==> config.mk <==
export PLATFORM = sky130hd
export DESIGN_NAME = mower_mode_controller_flat
export DESIGN_NICKNAME = d
export VERILOG_FILES = /design/src/mmc_pkg.sv /design/src/mmc_if.sv /design/src/mmc_next.sv /design/src/mower_mode_controller.sv /design/src/flat_wrapper.sv
export SDC_FILE = /design/constraint.sdc
export NUM_CORES = 1
export LEC_CHECK = 0
export ABC_CLOCK_PERIOD_IN_PS = 22500
export BUFFER_PORTS_ARGS = -buffer_cell sky130_fd_sc_hd__buf_2
export CAP_MARGIN = 5
export CORE_MARGIN = 4
export CORE_UTILIZATION = 55
export CTS_CLUSTER_DIAMETER = 100
export DETAILED_ROUTE_END_ITERATION = 12
export PLACE_DENSITY = 0.85
export RECOVER_POWER = 100
export SLEW_MARGIN = 20
export SYNTH_ARGS = -nofsm -noshare
export SYNTH_HDL_FRONTEND = slang
export SYNTH_SLANG_ARGS = --single-unit
==> constraint.sdc <==
create_clock -name clock -period 22.5 [get_ports clock]
set_input_delay 4.5 -clock clock [delete_from_list [all_inputs] [get_ports clock]]
set_output_delay 4.5 -clock clock [all_outputs]
set_load 0.05 [all_outputs]
==> src/mmc_pkg.sv <==
// shared types, codes and transition table of the mower mode controller
package mmc_pkg;

   localparam int unsigned MODE_W = 4;
   localparam int unsigned CMD_W = 3;
   localparam int unsigned TIME_W = 32;
   localparam int unsigned ELAPSED_W = 16;
   localparam int unsigned CSR_IDX_W = 2;

   localparam logic [MODE_W-1:0] MODE_IDLE     = 4'd0;
   localparam logic [MODE_W-1:0] MODE_MOWING   = 4'd1;
   localparam logic [MODE_W-1:0] MODE_DOCKING  = 4'd2;
   localparam logic [MODE_W-1:0] MODE_CHARGING = 4'd3;
   localparam logic [MODE_W-1:0] MODE_MANUAL   = 4'd4;
   localparam logic [MODE_W-1:0] MODE_PAUSED   = 4'd5;
   localparam logic [MODE_W-1:0] MODE_SLEEP    = 4'd6;
   localparam logic [MODE_W-1:0] MODE_RAIN     = 4'd7;
   localparam logic [MODE_W-1:0] MODE_MAINT    = 4'd8;
   localparam logic [MODE_W-1:0] MODE_REMOTE   = 4'd9;
   localparam logic [MODE_W-1:0] MODE_ESTOP    = 4'd10;
   localparam logic [MODE_W-1:0] MODE_BORDER   = 4'd11;
   localparam logic [MODE_W-1:0] MODE_LIFTED   = 4'd12;
   localparam logic [MODE_W-1:0] MODE_TEST     = 4'd13;
   localparam logic [MODE_W-1:0] MODE_ERROR    = 4'd14;

   localparam logic [CMD_W-1:0] CMD_TICK      = 3'd0;
   localparam logic [CMD_W-1:0] CMD_START     = 3'd1;
   localparam logic [CMD_W-1:0] CMD_STOP      = 3'd2;
   localparam logic [CMD_W-1:0] CMD_DOCK      = 3'd3;
   localparam logic [CMD_W-1:0] CMD_ESTOP     = 3'd4;
   localparam logic [CMD_W-1:0] CMD_MANUAL    = 3'd5;
   localparam logic [CMD_W-1:0] CMD_RESET_ERR = 3'd6;
   localparam logic [CMD_W-1:0] CMD_REQUEST   = 3'd7;

   localparam logic [CSR_IDX_W-1:0] CSR_DOCKING_TIMEOUT = 2'd0;
   localparam logic [CSR_IDX_W-1:0] CSR_BORDER_BACKOFF  = 2'd1;
   localparam logic [CSR_IDX_W-1:0] CSR_RAIN_WAIT       = 2'd2;

   localparam logic [TIME_W-1:0] DOCKING_TIMEOUT_RST = 32'd5000;
   localparam logic [TIME_W-1:0] BORDER_BACKOFF_RST  = 32'd2000;
   localparam logic [TIME_W-1:0] RAIN_WAIT_RST       = 32'd86400000;

   // allowed targets per source mode, bit n set means mode n may be entered
   localparam logic [15:0] ALLOW_TAB [16] = '{
      16'h2076, // idle
      16'h19A5, // mowing
      16'h0009, // docking
      16'h0003, // charging
      16'h0021, // manual
      16'h0013, // paused
      16'h0001, // sleep
      16'h0003, // rain
      16'h0001, // maint
      16'h0011, // remote
      16'h0001, // estop
      16'h0007, // border
      16'h0001, // lifted
      16'h0001, // test
      16'h0001, // error
      16'h0000
   };

   typedef struct packed {
      logic [MODE_W-1:0]  mode;
      logic [MODE_W-1:0]  last_mode;
      logic [TIME_W-1:0]  timer;
      logic               estop_latch;
      logic               blade_en;
      logic               motor_en;
      logic               charger_en;
   } ctl_state_type;

   typedef struct packed {
      logic refused;
      logic halt;
      logic border;
   } ctl_flags_type;

   typedef struct packed {
      ctl_state_type st;
      ctl_flags_type fl;
   } ctl_work_type;

   typedef struct packed {
      logic [CMD_W-1:0]     cmd;
      logic [MODE_W-1:0]    target_state;
      logic [ELAPSED_W-1:0] elapsed_ms;
      logic                 lifted;
      logic                 battery_low;
      logic                 border_seen;
      logic                 battery_charged;
      logic                 docked;
      logic                 battery_full;
      logic                 charging_active;
   } req_item_type;

   typedef struct packed {
      logic [TIME_W-1:0] docking_timeout;
      logic [TIME_W-1:0] border_backoff;
      logic [TIME_W-1:0] rain_wait;
   } csr_regs_type;

   // one requested move with its exit and entry actions
   function automatic ctl_work_type mmc_request(input ctl_work_type w,
                                                input logic [MODE_W-1:0] to);
      ctl_work_type r;
      r = w;
      if (w.st.mode != to) begin
         if (to != MODE_ESTOP && !ALLOW_TAB[w.st.mode][to]) begin
            r.fl.refused = 1'b1;
         end else begin
            if (w.st.mode == MODE_CHARGING) r.st.charger_en = 1'b0;
            r.st.last_mode = w.st.mode;
            r.st.mode = to;
            r.st.timer = '0;
            case (to)
               MODE_MOWING: begin
                  r.st.blade_en = 1'b1;
                  r.st.motor_en = 1'b1;
               end
               MODE_DOCKING: begin
                  r.st.blade_en = 1'b0;
                  r.st.motor_en = 1'b1;
               end
               MODE_CHARGING: begin
                  r.st.blade_en = 1'b0;
                  r.st.motor_en = 1'b0;
                  r.st.charger_en = 1'b1;
               end
               MODE_ESTOP: begin
                  r.st.blade_en = 1'b0;
                  r.st.motor_en = 1'b0;
                  r.st.estop_latch = 1'b1;
                  r.fl.halt = 1'b1;
               end
               MODE_LIFTED: begin
                  r.st.blade_en = 1'b0;
                  r.st.motor_en = 1'b0;
                  r.fl.halt = 1'b1;
               end
               MODE_BORDER: begin
                  r.fl.border = 1'b1;
               end
               MODE_TEST: begin
                  r.fl.border = w.fl.border;
               end
               default: begin
                  r.st.blade_en = 1'b0;
                  r.st.motor_en = 1'b0;
               end
            endcase
         end
      end
      return r;
   endfunction

endpackage

==> src/mmc_if.sv <==
// valid/ready channel interfaces for commands and results
interface mmc_req_if;
   logic                           valid;
   logic                           ready;
   logic [mmc_pkg::CMD_W-1:0]      cmd;
   logic [mmc_pkg::MODE_W-1:0]     target_state;
   logic [mmc_pkg::ELAPSED_W-1:0]  elapsed_ms;
   logic                           lifted;
   logic                           battery_low;
   logic                           border_seen;
   logic                           battery_charged;
   logic                           docked;
   logic                           battery_full;
   logic                           charging_active;

   modport source (
      output valid, cmd, target_state, elapsed_ms, lifted, battery_low, border_seen,
             battery_charged, docked, battery_full, charging_active,
      input  ready
   );
   modport sink (
      input  valid, cmd, target_state, elapsed_ms, lifted, battery_low, border_seen,
             battery_charged, docked, battery_full, charging_active,
      output ready
   );
endinterface

interface mmc_rsp_if;
   logic                        valid;
   logic                        ready;
   logic [mmc_pkg::MODE_W-1:0]  mode;
   logic [mmc_pkg::MODE_W-1:0]  prior_mode;
   logic                        refused;
   logic                        blades_on;
   logic                        drive_on;
   logic                        charge_enable;
   logic                        halt_pulse;
   logic                        border_pulse;

   modport source (
      output valid, mode, prior_mode, refused, blades_on, drive_on, charge_enable,
             halt_pulse, border_pulse,
      input  ready
   );
   modport sink (
      input  valid, mode, prior_mode, refused, blades_on, drive_on, charge_enable,
             halt_pulse, border_pulse,
      output ready
   );
endinterface

==> src/mmc_next.sv <==
// next mode controller state for one command or tick
module mmc_next (
   input  mmc_pkg::ctl_state_type cur,
   input  mmc_pkg::req_item_type  item,
   input  mmc_pkg::csr_regs_type  regs,
   output mmc_pkg::ctl_work_type  nxt
);
   import mmc_pkg::*;

   logic [TIME_W:0]   timer_sum;
   logic [TIME_W-1:0] timer_sat;
   logic              emerg;
   ctl_work_type      w;
   logic [MODE_W-1:0] back_to;

   assign timer_sum = {1'b0, cur.timer} + {{(TIME_W + 1 - ELAPSED_W){1'b0}}, item.elapsed_ms};
   assign timer_sat = timer_sum[TIME_W] ? {TIME_W{1'b1}} : timer_sum[TIME_W-1:0];
   assign emerg = item.lifted | cur.estop_latch;

   always_comb begin
      w.st = cur;
      w.fl = '0;
      back_to = cur.last_mode;
      case (item.cmd)
         CMD_TICK: begin
            w.st.timer = timer_sat;
            if (emerg && cur.mode != MODE_ESTOP) begin
               w = mmc_request(w, MODE_ESTOP);
            end else begin
               case (cur.mode)
                  MODE_MOWING: begin
                     if (item.border_seen) w = mmc_request(w, MODE_BORDER);
                     else if (item.lifted) w = mmc_request(w, MODE_LIFTED);
                     if (item.battery_low) w = mmc_request(w, MODE_DOCKING);
                     else if (item.border_seen) w = mmc_request(w, MODE_BORDER);
                  end
                  MODE_DOCKING: begin
                     if (w.st.timer > regs.docking_timeout) w = mmc_request(w, MODE_CHARGING);
                     if (item.battery_charged) w = mmc_request(w, MODE_MOWING);
                     else if (item.docked) w = mmc_request(w, MODE_CHARGING);
                  end
                  MODE_CHARGING: begin
                     if (!item.charging_active) w = mmc_request(w, MODE_IDLE);
                     if (item.battery_full) w = mmc_request(w, MODE_IDLE);
                     else if (!item.docked) w = mmc_request(w, MODE_DOCKING);
                  end
                  MODE_SLEEP: begin
                     if (item.battery_charged && item.docked) w = mmc_request(w, MODE_CHARGING);
                  end
                  MODE_RAIN: begin
                     if (w.st.timer > regs.rain_wait) w = mmc_request(w, MODE_IDLE);
                  end
                  MODE_BORDER: begin
                     if (w.st.timer > regs.border_backoff) w = mmc_request(w, MODE_MOWING);
                     if (!item.border_seen) w = mmc_request(w, MODE_MOWING);
                  end
                  MODE_LIFTED: begin
                     if (!item.lifted) w = mmc_request(w, MODE_IDLE);
                  end
                  default: begin
                     w.st.timer = timer_sat;
                  end
               endcase
            end
         end
         CMD_START: if (!emerg) w = mmc_request(w, MODE_MOWING);
         CMD_STOP: if (cur.mode == MODE_MOWING) w = mmc_request(w, MODE_IDLE);
         CMD_DOCK: if (!emerg) w = mmc_request(w, MODE_DOCKING);
         CMD_ESTOP: w = mmc_request(w, MODE_ESTOP);
         CMD_MANUAL: if (!emerg) w = mmc_request(w, MODE_MANUAL);
         CMD_RESET_ERR: begin
            if (cur.mode == MODE_ESTOP) begin
               w = mmc_request(w, back_to);
               // reaching the recorded mode releases the emergency latch
               if (w.st.mode == back_to) w.st.estop_latch = 1'b0;
            end
         end
         default: w = mmc_request(w, item.target_state);
      endcase
      nxt = w;
   end

endmodule

==> src/mower_mode_controller.sv <==
// Mower mode controller top level: takes one command or tick per cycle and returns one
// registered result per transfer, in the cycle after it. Throughput is one item per clock,
// set by the single result register, which accepts a new item whenever it is empty or
// being drained in the same cycle. All mode moves of an item, including chained moves on a
// tick, are resolved in one pass of logic between the state and result registers. The
// user must write timeouts via the csr port only while idle; this is not enforced.
module mower_mode_controller (
   input  logic                              clock,
   input  logic                              reset,
   mmc_req_if.sink                           req_ch,
   mmc_rsp_if.source                         rsp_ch,
   input  logic                              csr_we,
   input  logic [mmc_pkg::CSR_IDX_W-1:0]     csr_index,
   input  logic [mmc_pkg::TIME_W-1:0]        csr_wdata
);
   import mmc_pkg::*;

   ctl_state_type state_ff;
   csr_regs_type  regs_ff;
   req_item_type  item;
   ctl_work_type  nxt;
   logic          xfer_in;
   logic          rsp_valid_ff;
   logic          rsp_valid_in;
   ctl_state_type rsp_st_ff;
   ctl_flags_type rsp_fl_ff;

   assign item = '{cmd: req_ch.cmd, target_state: req_ch.target_state,
                   elapsed_ms: req_ch.elapsed_ms, lifted: req_ch.lifted,
                   battery_low: req_ch.battery_low, border_seen: req_ch.border_seen,
                   battery_charged: req_ch.battery_charged, docked: req_ch.docked,
                   battery_full: req_ch.battery_full,
                   charging_active: req_ch.charging_active};

   mmc_next u_next (
      .cur  (state_ff),
      .item (item),
      .regs (regs_ff),
      .nxt  (nxt)
   );

   // result register frees up when empty or taken this cycle
   assign req_ch.ready = !rsp_valid_ff || rsp_ch.ready;
   assign xfer_in = req_ch.valid && req_ch.ready;
   assign rsp_valid_in = xfer_in || (rsp_valid_ff && !rsp_ch.ready);

   always_ff @(posedge clock) begin
      if (reset) begin
         state_ff <= '{mode: MODE_IDLE, last_mode: MODE_IDLE, timer: '0,
                       estop_latch: 1'b0, blade_en: 1'b0, motor_en: 1'b0,
                       charger_en: 1'b0};
         rsp_valid_ff <= 1'b0;
      end else begin
         rsp_valid_ff <= rsp_valid_in;
         if (xfer_in) state_ff <= nxt.st;
      end
   end

   always_ff @(posedge clock) begin
      if (reset) begin
         regs_ff <= '{docking_timeout: DOCKING_TIMEOUT_RST,
                      border_backoff: BORDER_BACKOFF_RST,
                      rain_wait: RAIN_WAIT_RST};
      end else if (csr_we) begin
         case (csr_index)
            CSR_DOCKING_TIMEOUT: regs_ff.docking_timeout <= csr_wdata;
            CSR_BORDER_BACKOFF:  regs_ff.border_backoff <= csr_wdata;
            CSR_RAIN_WAIT:       regs_ff.rain_wait <= csr_wdata;
            default:             regs_ff <= regs_ff;
         endcase
      end
   end

   always_ff @(posedge clock) begin
      if (xfer_in) begin
         rsp_st_ff <= nxt.st;
         rsp_fl_ff <= nxt.fl;
      end
   end

   assign rsp_ch.valid         = rsp_valid_ff;
   assign rsp_ch.mode          = rsp_st_ff.mode;
   assign rsp_ch.prior_mode    = rsp_st_ff.last_mode;
   assign rsp_ch.refused       = rsp_fl_ff.refused;
   assign rsp_ch.blades_on     = rsp_st_ff.blade_en;
   assign rsp_ch.drive_on      = rsp_st_ff.motor_en;
   assign rsp_ch.charge_enable = rsp_st_ff.charger_en;
   assign rsp_ch.halt_pulse    = rsp_fl_ff.halt;
   assign rsp_ch.border_pulse  = rsp_fl_ff.border;

endmodule

==> src/flat_wrapper.sv <==
// flat-port wrapper written by rule: the top's interface ports become plain ports
module mower_mode_controller_flat import mmc_pkg::*;
  (clock, reset, csr_we, csr_index, csr_wdata, req_ch_valid, req_ch_cmd, req_ch_target_state, req_ch_elapsed_ms, req_ch_lifted, req_ch_battery_low, req_ch_border_seen, req_ch_battery_charged, req_ch_docked, req_ch_battery_full, req_ch_charging_active, req_ch_ready, rsp_ch_valid, rsp_ch_mode, rsp_ch_prior_mode, rsp_ch_refused, rsp_ch_blades_on, rsp_ch_drive_on, rsp_ch_charge_enable, rsp_ch_halt_pulse, rsp_ch_border_pulse, rsp_ch_ready);
  mmc_req_if req_ch_i ();
  mmc_rsp_if rsp_ch_i ();
  input  logic clock;
  input  logic reset;
  input  logic csr_we;
  input  logic [mmc_pkg::CSR_IDX_W-1:0] csr_index;
  input  logic [mmc_pkg::TIME_W-1:0] csr_wdata;
  input wire logic [$bits(req_ch_i.valid)-1:0] req_ch_valid;
  input wire logic [$bits(req_ch_i.cmd)-1:0] req_ch_cmd;
  input wire logic [$bits(req_ch_i.target_state)-1:0] req_ch_target_state;
  input wire logic [$bits(req_ch_i.elapsed_ms)-1:0] req_ch_elapsed_ms;
  input wire logic [$bits(req_ch_i.lifted)-1:0] req_ch_lifted;
  input wire logic [$bits(req_ch_i.battery_low)-1:0] req_ch_battery_low;
  input wire logic [$bits(req_ch_i.border_seen)-1:0] req_ch_border_seen;
  input wire logic [$bits(req_ch_i.battery_charged)-1:0] req_ch_battery_charged;
  input wire logic [$bits(req_ch_i.docked)-1:0] req_ch_docked;
  input wire logic [$bits(req_ch_i.battery_full)-1:0] req_ch_battery_full;
  input wire logic [$bits(req_ch_i.charging_active)-1:0] req_ch_charging_active;
  output wire logic [$bits(req_ch_i.ready)-1:0] req_ch_ready;
  output wire logic [$bits(rsp_ch_i.valid)-1:0] rsp_ch_valid;
  output wire logic [$bits(rsp_ch_i.mode)-1:0] rsp_ch_mode;
  output wire logic [$bits(rsp_ch_i.prior_mode)-1:0] rsp_ch_prior_mode;
  output wire logic [$bits(rsp_ch_i.refused)-1:0] rsp_ch_refused;
  output wire logic [$bits(rsp_ch_i.blades_on)-1:0] rsp_ch_blades_on;
  output wire logic [$bits(rsp_ch_i.drive_on)-1:0] rsp_ch_drive_on;
  output wire logic [$bits(rsp_ch_i.charge_enable)-1:0] rsp_ch_charge_enable;
  output wire logic [$bits(rsp_ch_i.halt_pulse)-1:0] rsp_ch_halt_pulse;
  output wire logic [$bits(rsp_ch_i.border_pulse)-1:0] rsp_ch_border_pulse;
  input wire logic [$bits(rsp_ch_i.ready)-1:0] rsp_ch_ready;
  assign req_ch_i.valid = req_ch_valid;
  assign req_ch_i.cmd = req_ch_cmd;
  assign req_ch_i.target_state = req_ch_target_state;
  assign req_ch_i.elapsed_ms = req_ch_elapsed_ms;
  assign req_ch_i.lifted = req_ch_lifted;
  assign req_ch_i.battery_low = req_ch_battery_low;
  assign req_ch_i.border_seen = req_ch_border_seen;
  assign req_ch_i.battery_charged = req_ch_battery_charged;
  assign req_ch_i.docked = req_ch_docked;
  assign req_ch_i.battery_full = req_ch_battery_full;
  assign req_ch_i.charging_active = req_ch_charging_active;
  assign req_ch_ready = req_ch_i.ready;
  assign rsp_ch_valid = rsp_ch_i.valid;
  assign rsp_ch_mode = rsp_ch_i.mode;
  assign rsp_ch_prior_mode = rsp_ch_i.prior_mode;
  assign rsp_ch_refused = rsp_ch_i.refused;
  assign rsp_ch_blades_on = rsp_ch_i.blades_on;
  assign rsp_ch_drive_on = rsp_ch_i.drive_on;
  assign rsp_ch_charge_enable = rsp_ch_i.charge_enable;
  assign rsp_ch_halt_pulse = rsp_ch_i.halt_pulse;
  assign rsp_ch_border_pulse = rsp_ch_i.border_pulse;
  assign rsp_ch_i.ready = rsp_ch_ready;
  mower_mode_controller u_core (.clock(clock), .reset(reset), .req_ch(req_ch_i), .rsp_ch(rsp_ch_i), .csr_we(csr_we), .csr_index(csr_index), .csr_wdata(csr_wdata));
endmodule
# After elaboration in Yosys (flattened, before gate mapping)
# Memory sizes are Yosys's and may differ from the RTL's.
# Index checks and enable logic that the tools add are counted.
# totals
mem_bits_rw	0
mem_bits_ro	1280
mem_count	5
elab_cells	315
reg_bits	155
in_bits	69
latch_bits	0
# classes
reduce_logical	28
bitwise_logic	10
n_div	0
n_lt_le_gt_ge	10
mux	164
shift	0
multipliers	0
n_eq_ne	78
n_addsub	1
# mem_list
memory	words	width	rd	rd_clocked_by_memory_dff	wr	line_no	source
(no name shown)	16	16	1	0	0	mmc_pkg.sv:109	if (to != MODE_ESTOP && !ALLOW_TAB[w.st.mode][to]) begin
(no name shown)	16	16	1	0	0	mmc_pkg.sv:109	
(no name shown)	16	16	1	0	0	mmc_pkg.sv:109	
(no name shown)	16	16	1	0	0	mmc_pkg.sv:109	
(no name shown)	16	16	1	0	0	mmc_pkg.sv:109	
# ops
op	n
47-bit 2-to-1 mux	37
40-bit 2-to-1 mux	32
47-bit one-hot mux with 7 select lines	1
32-bit one-hot mux with 7 select lines	1
44-bit 2-to-1 mux	4
32-bit > comparator	3
4-bit 2-to-1 mux	15
8-bit one-hot mux with 7 select lines	1
7-bit one-hot mux with 7 select lines	1
3-bit 2-to-1 mux	16
4-bit == test, second input constant	11
4-bit by 2-bit == test with 1-bit output, second input constant	10
1-bit 2-to-1 mux	40
32-bit by 16-bit adder with 33-bit output	1
16-bit 2-to-1 mux	2
32-bit 2-to-1 mux	1
2-bit inequality test, second input constant	16
5-bit greater-or-equal comparator, second input constant	5
4-bit NOT with 5-bit output	5
12-bit 2-to-1 mux	2
4-bit inequality test, second input constant	6
4-bit by 2-bit inequality test with 1-bit output, second input constant	5
19-bit AND reduction	1
3-bit inequality test, second input constant	6
31 further kinds	69

# Longest topological paths before layout
# depth
ltp_word	22
depth_mapped	31
ltp_nobuf	30

# Modules after synthesis
# From an unflattened synthesis, not the netlist that was laid out.
# hier_totals
cells_unflattened	1818
hier_area_um2	13183.9
# modules_own_cells
module	cells_each	area_each_um2	n_inst
mmc_next	1182	7480.9	1
mower_mode_controller	636	5703.0	1

# Worst setup path before layout
# Ideal clock, no wire load.
# synth_path
path_kind	input to register
start	input port req_ch_elapsed_ms[0]
end	register u_core.rsp_st_ff (netlist bit u_core.rsp_ch.prior_mode[2]), data pin
setup_slack_ns	11.768
t_arrival_ns	10.470
required_ns	22.237
stages	30
path_cell_list	ha_1 fa_1 a21o_1 a21oi_1 o21ai_1 a31oi_1 o21ai_1 and2_1 nand2b_1 clkbuf_1 clkbuf_1 nand2_1 ha_1 nand4_1 or3_1 a21oi_1 or4b_1 o211ai_2 nand2_1 ha_1 or3_1 a21oi_1 o21a_1 nand2b_1 nor2_1 a21oi_1 o2bb2ai_1 a221oi_1 nor3_1 nor2_1
# synth_lines
element	line_no	source
start: declaration	flat_wrapper.sv:14	input wire logic [$bits(req_ch_i.elapsed_ms)-1:0] req_ch_elapsed_ms;
end signal: assignment	mower_mode_controller.sv:76	rsp_st_ff <= nxt.st;
end: declaration	mower_mode_controller.sv:25	ctl_state_type rsp_st_ff;

# Final worst setup path
# layout_path
start	input port req_ch_elapsed_ms[0]
end	register u_core.state_ff[18] in the netlist's numbering
# layout_via
elab_chain_cells	18
word_cells_on_any_way	71
classes_between	1 x add/sub; 3 x order compare; 3 x eq/ne; 60 x mux; 2 x bitwise; 2 x memory
# layout_rtl
element	line_no	source
32-bit by 16-bit adder with 33-bit output *	mmc_next.sv:16	assign timer_sum = {1'b0, cur.timer} + {{(TIME_W + 1 - ELAPSED_W){1'b0}}, item.elapsed_ms};
32-bit 2-to-1 mux *	mmc_next.sv:17	assign timer_sat = timer_sum[TIME_W] ? {TIME_W{1'b1}} : timer_sum[TIME_W-1:0];
32-bit > comparator	mmc_next.sv:38	if (w.st.timer > regs.docking_timeout) w = mmc_request(w, MODE_CHARGING);
47-bit 2-to-1 mux	mmc_next.sv:38	
47-bit 2-to-1 mux	mmc_next.sv:30	case (cur.mode)
47-bit 2-to-1 mux	mmc_next.sv:27	if (emerg && cur.mode != MODE_ESTOP) begin
47-bit 2-to-1 mux	mmc_next.sv:24	case (item.cmd)
4-bit NOT with 5-bit output (implied by the code)	mmc_pkg.sv:109	
memory read 16 x 16 bit	-	
4-bit 2-to-1 mux (implied by the code) (2 in a row)	mmc_pkg.sv:109	
40-bit 2-to-1 mux	mmc_pkg.sv:109	
40-bit 2-to-1 mux	mmc_pkg.sv:108	if (w.st.mode != to) begin
47-bit 2-to-1 mux	mmc_next.sv:40	else if (item.docked) w = mmc_request(w, MODE_CHARGING);
47-bit 2-to-1 mux	mmc_next.sv:39	if (item.battery_charged) w = mmc_request(w, MODE_MOWING);
32-bit one-hot mux with 7 select lines	mmc_next.sv:30	
47-bit 2-to-1 mux *	mmc_next.sv:27	
47-bit one-hot mux with 7 select lines *	mmc_next.sv:24	
end signal: assignment	mower_mode_controller.sv:49	state_ff <= '{mode: MODE_IDLE, last_mode: MODE_IDLE, timer: '0,
end signal: assignment	mower_mode_controller.sv:55	if (xfer_in) state_ff <= nxt.st;
end: declaration	mower_mode_controller.sv:18	ctl_state_type state_ff;
# Every way passes the cells marked *; elsewhere a longest branch is shown, timed or not. The select of a mux whose other input is x is not followed.
# A chain may end at the register's enable or synchronous reset.

==> results.py <==
metrics = {
    "outcome": {
        "status": "finished with violations",
        "violations": "max-capacitance violations, max-slew violations",
    },
    "clocking": {
        "cts_max_level": 4,
        "cts-root-buf": "clkbuf_16",
        "cts_tree": "built",
        "cts_buffers": 17,
        "clkTransAtPathRegs_ns": 0.06,
        "clock_path_buffers": 2,
        "ctsResizeCount": 0,
        "holdBufCountCts": 0,
        "cts_sinks": 155,
        "clk_latency_ns": 0.44,
        "postCtsSetupBuffers": 0,
    },
    "sta": {
        "hold_slack_ns": 0.4568,
        "setup_violations": 0,
        "max-slew-margin-rel_pct": -86.00,
        "final-max-slew-violation-count": 144,
        "skew_ns": 0.01742,
        "fin_crit_ns": 12.92,
        "finalCritPeriodShare_pct": 57.41,
        "tns_ns": 0,
        "timing.fmax_ghz": 0.07741,
        "rsz0062_at_grt": "false",
        "hold_viol": 0,
        "max_slew.worst_pin.slew_ns": 2.790,
    },
    "worst_setup_path": {
        "cp_slowest_stage_delay_ns": 1.02,
        "rrSetupSlack_ns": 13.44,
        "cp_top_family": "compound AO/OA/AOI/OAI gates",
        "cp_num_cells": 29,
        "crit_fanout": 30,
        "critPathLaunch": "req_ch_elapsed_ms[0]",
        "reg2reg_to": "u_core.state_ff[18]",
        "crit_end": "u_core.state_ff[18]",
        "crit_top_cell": "a21oi_1",
        "critical_path_class": "primary input to flip-flop",
        "r2r_start": "u_core.state_ff[4]",
        "arrival_ns": 13.23,
        "setup.worst_path.start_class": "primary input",
        "reg2regPathDepth": 28,
        "cp_slowest_cell": "clkbuf_1",
        "crit_path_end_kind": "flip-flop",
        "path_buf_inv": 2,
        "required_ns": 22.82,
    },
    "synth": {
        "synth_compound_area_share_pct": 26.67,
        "ys_seq_area_share_pct": 25.77,
        "syn_area_um2": 12590,
        "syn_nets": 1910,
        "synthAdderAreaFrac_pct": 12.29,
        "async_flop_share_pct": 0,
        "synth_edf_count": 14,
        "synth-simple-area-share_pct": 24.95,
        "synth_top_family_by_area": "compound AO/OA/AOI/OAI gates",
        "synth_xor_area_share_pct": 2.575,
        "syn-mean-instance-area_um2": 7.327,
        "yosys_warnings": 0,
        "ys.flop_type": "dfxtp_1",
        "synth_cell_types": 97,
        "syn_inst": 1718,
        "synth.mux.area_fraction_pct": 0.5666,
        "ys_seq_elements": 155,
    },
    "place": {
        "io_buffers": 84,
        "routabilityCongestion": 0.9994,
        "hpwl_mm": 30.58,
        "dp_cells": 1999,
    },
    "power_and_ir_drop": {
        "clockPowerShare_pct": 36.3,
        "power_density_nw_per_um2": 57.81,
        "p_int_mw": 0.5138,
        "seqPwrFrac_pct": 37.6,
        "p_leak_nw": 5.512,
        "swShare_pct": 34.50,
        "p_sw_mw": 0.2707,
        "pwr-share-comb_pct": 26.1,
        "max-vdd-ir-drop_mv": 0.04936,
    },
    "floorplanning": {
        "die-width_um": 159.3,
        "row_count": 55,
        "die-area_um2": 25370,
        "core_um2": 22570,
        "io-pin-count": 85,
        "die_y_um": 159.3,
        "initial_utilization_pct": 55.76,
    },
    "layout": {
        "layout_common_cells": "nand2_1, a21oi_1, dfxtp_1",
        "drive_gt1_share_pct": 8.133,
        "num_antenna_cells": 0,
        "nets": 1925,
        "layout_commonest_cell": "nand2_1",
        "stdcell_count": 2031,
        "syn2layout_area_growth_pct": 7.813,
    },
    "global_route": {
        "gr-total-overflow": 0,
        "grt_first_pass_wirelength_mm": 66.50,
        "antenna_found_initial": 0,
        "grt_max_degree": 65,
        "grt_pass1_vias": 12650,
        "track_usage_pct": 31.63,
    },
    "route": {
        "vias_per_cell": 6.548,
        "wl_per_cell_um": 20.54,
        "ant_nets": 0,
        "drtPass1Iterations": 6,
        "vias": 13300,
        "wirelength_mm": 41.72,
        "drc": 0,
        "drt_iter0_markers": 1284,
    },
    "worst_hold_path": {
        "min-delay-start": "u_core.regs_ff[28]",
        "hold_class": "flip-flop to flip-flop",
        "min_delay_path_depth": 2,
    },
    "flow_run": {
        "maxCapViolCount": 3,
    },
}
-- per-layer routing --
metal / global-route usage [%] / wire length, um / share of wire [%] / up-vias
li1: - / - / - / 6209
met1: 41.13 / 17050 / 41 / 6200
met2: 52.12 / 19230 / 46 / 738
met3: 4.685 / 3553 / 8.5 / 153
met4: 14.44 / 1886 / 4.5 / 0
met5: 0 / 0 / 0 / -
-- sequential cells by signal, summed over array words and instances (netlist names) --
| name | cells |
|---|---|
| u_core.regs_ff | 96 |
| u_core.rsp_ch.blades_on | 1 |
| u_core.rsp_ch.border_pulse | 1 |
| u_core.rsp_ch.charge_enable | 1 |
| u_core.rsp_ch.drive_on | 1 |
| u_core.rsp_ch.halt_pulse | 1 |
| u_core.rsp_ch.mode | 4 |
| u_core.rsp_ch.prior_mode | 4 |
| u_core.rsp_ch.refused | 1 |
| u_core.rsp_ch.valid | 1 |
| u_core.state_ff | 44 |
-- area by class of cell --
type | count | area [um2]
well taps | 285 | 356.6
flip-flops and latches | 155 | 3243
fillers | 2081 | 9001
inverters | 118 | 442.9
clock inverters | 12 | 125.1
multi-input cells | 1339 | 8423
repair buffers | 102 | 523.0
clock buffers | 20 | 456.7
-- stage by stage --
step	cell area [um2]	util, %	setup WS (ns)	power [mW]
floorplan	12590	-	11.77	0.4425
global placement	13050	57.79	10.54	0.4958
detailed placement	13050	57.79	10.32	0.4993
CTS	13630	60.37	10.72	0.7812
global route	13570	60.12	8.938	0.8157
finish	13570	60.12	9.582	0.7845
-- worst min-delay path: stages (launching register included) --
cell	delay (ns)
dfxtp_1	0.31
nand2_1	0.05
a21oi_1	0.05
-- power by group through the flow --
stage / registers, mW / logic [mW] / clock network (mW)
6_report: 0.295 / 0.205 / 0.285
2_1_floorplan: 0.307 / 0.135 / 0
3_5_place_dp: 0.301 / 0.199 / 0
5_1_grt: 0.295 / 0.221 / 0.299
4_1_cts: 0.294 / 0.200 / 0.287
3_3_place_gp: 0.300 / 0.196 / 0
-- Yosys cell counts (all sizes together), types with 12 or more instances --
cell / count / share of area, %
and3: 14 / 0.70
dfxtp: 141 / 22
nor2b: 17 / 0.84
and2: 23 / 1.2
nand3: 62 / 2.5
nand2: 325 / 9.7
xor2: 27 / 1.9
a21oi: 214 / 8.5
nor3: 32 / 1.4
a21o: 14 / 0.83
a211oi: 19 / 1.1
nand2b: 19 / 0.94
clkbuf: 78 / 2.3
o21ai: 74 / 3.0
ha: 122 / 12
a31oi: 20 / 0.99
o21a: 12 / 0.72
o211ai: 42 / 2.6
buf: 28 / 1.3
inv: 118 / 3.5
nor2: 71 / 2.3
edfxtp: 14 / 3.3
nand4: 28 / 1.4
-- worst min path at each step --
stage | to | slack [ns]
floorplan | u_core.state_ff[4] | 0.44
global placement | u_core.regs_ff[28] | 0.44
detailed placement | u_core.regs_ff[3] | 0.45
CTS | u_core.regs_ff[46] | 0.46
global route | u_core.regs_ff[28] | 0.47
finish | u_core.regs_ff[28] | 0.46
-- kinds of logic after synthesis --
family	count (synthesis)
compound gates	518
buf+inv	224
simple gates	654
fa+ha+maj	123
mux	7
flops	155
xor+xnor	37
Power figures use the tool's default switching activity.
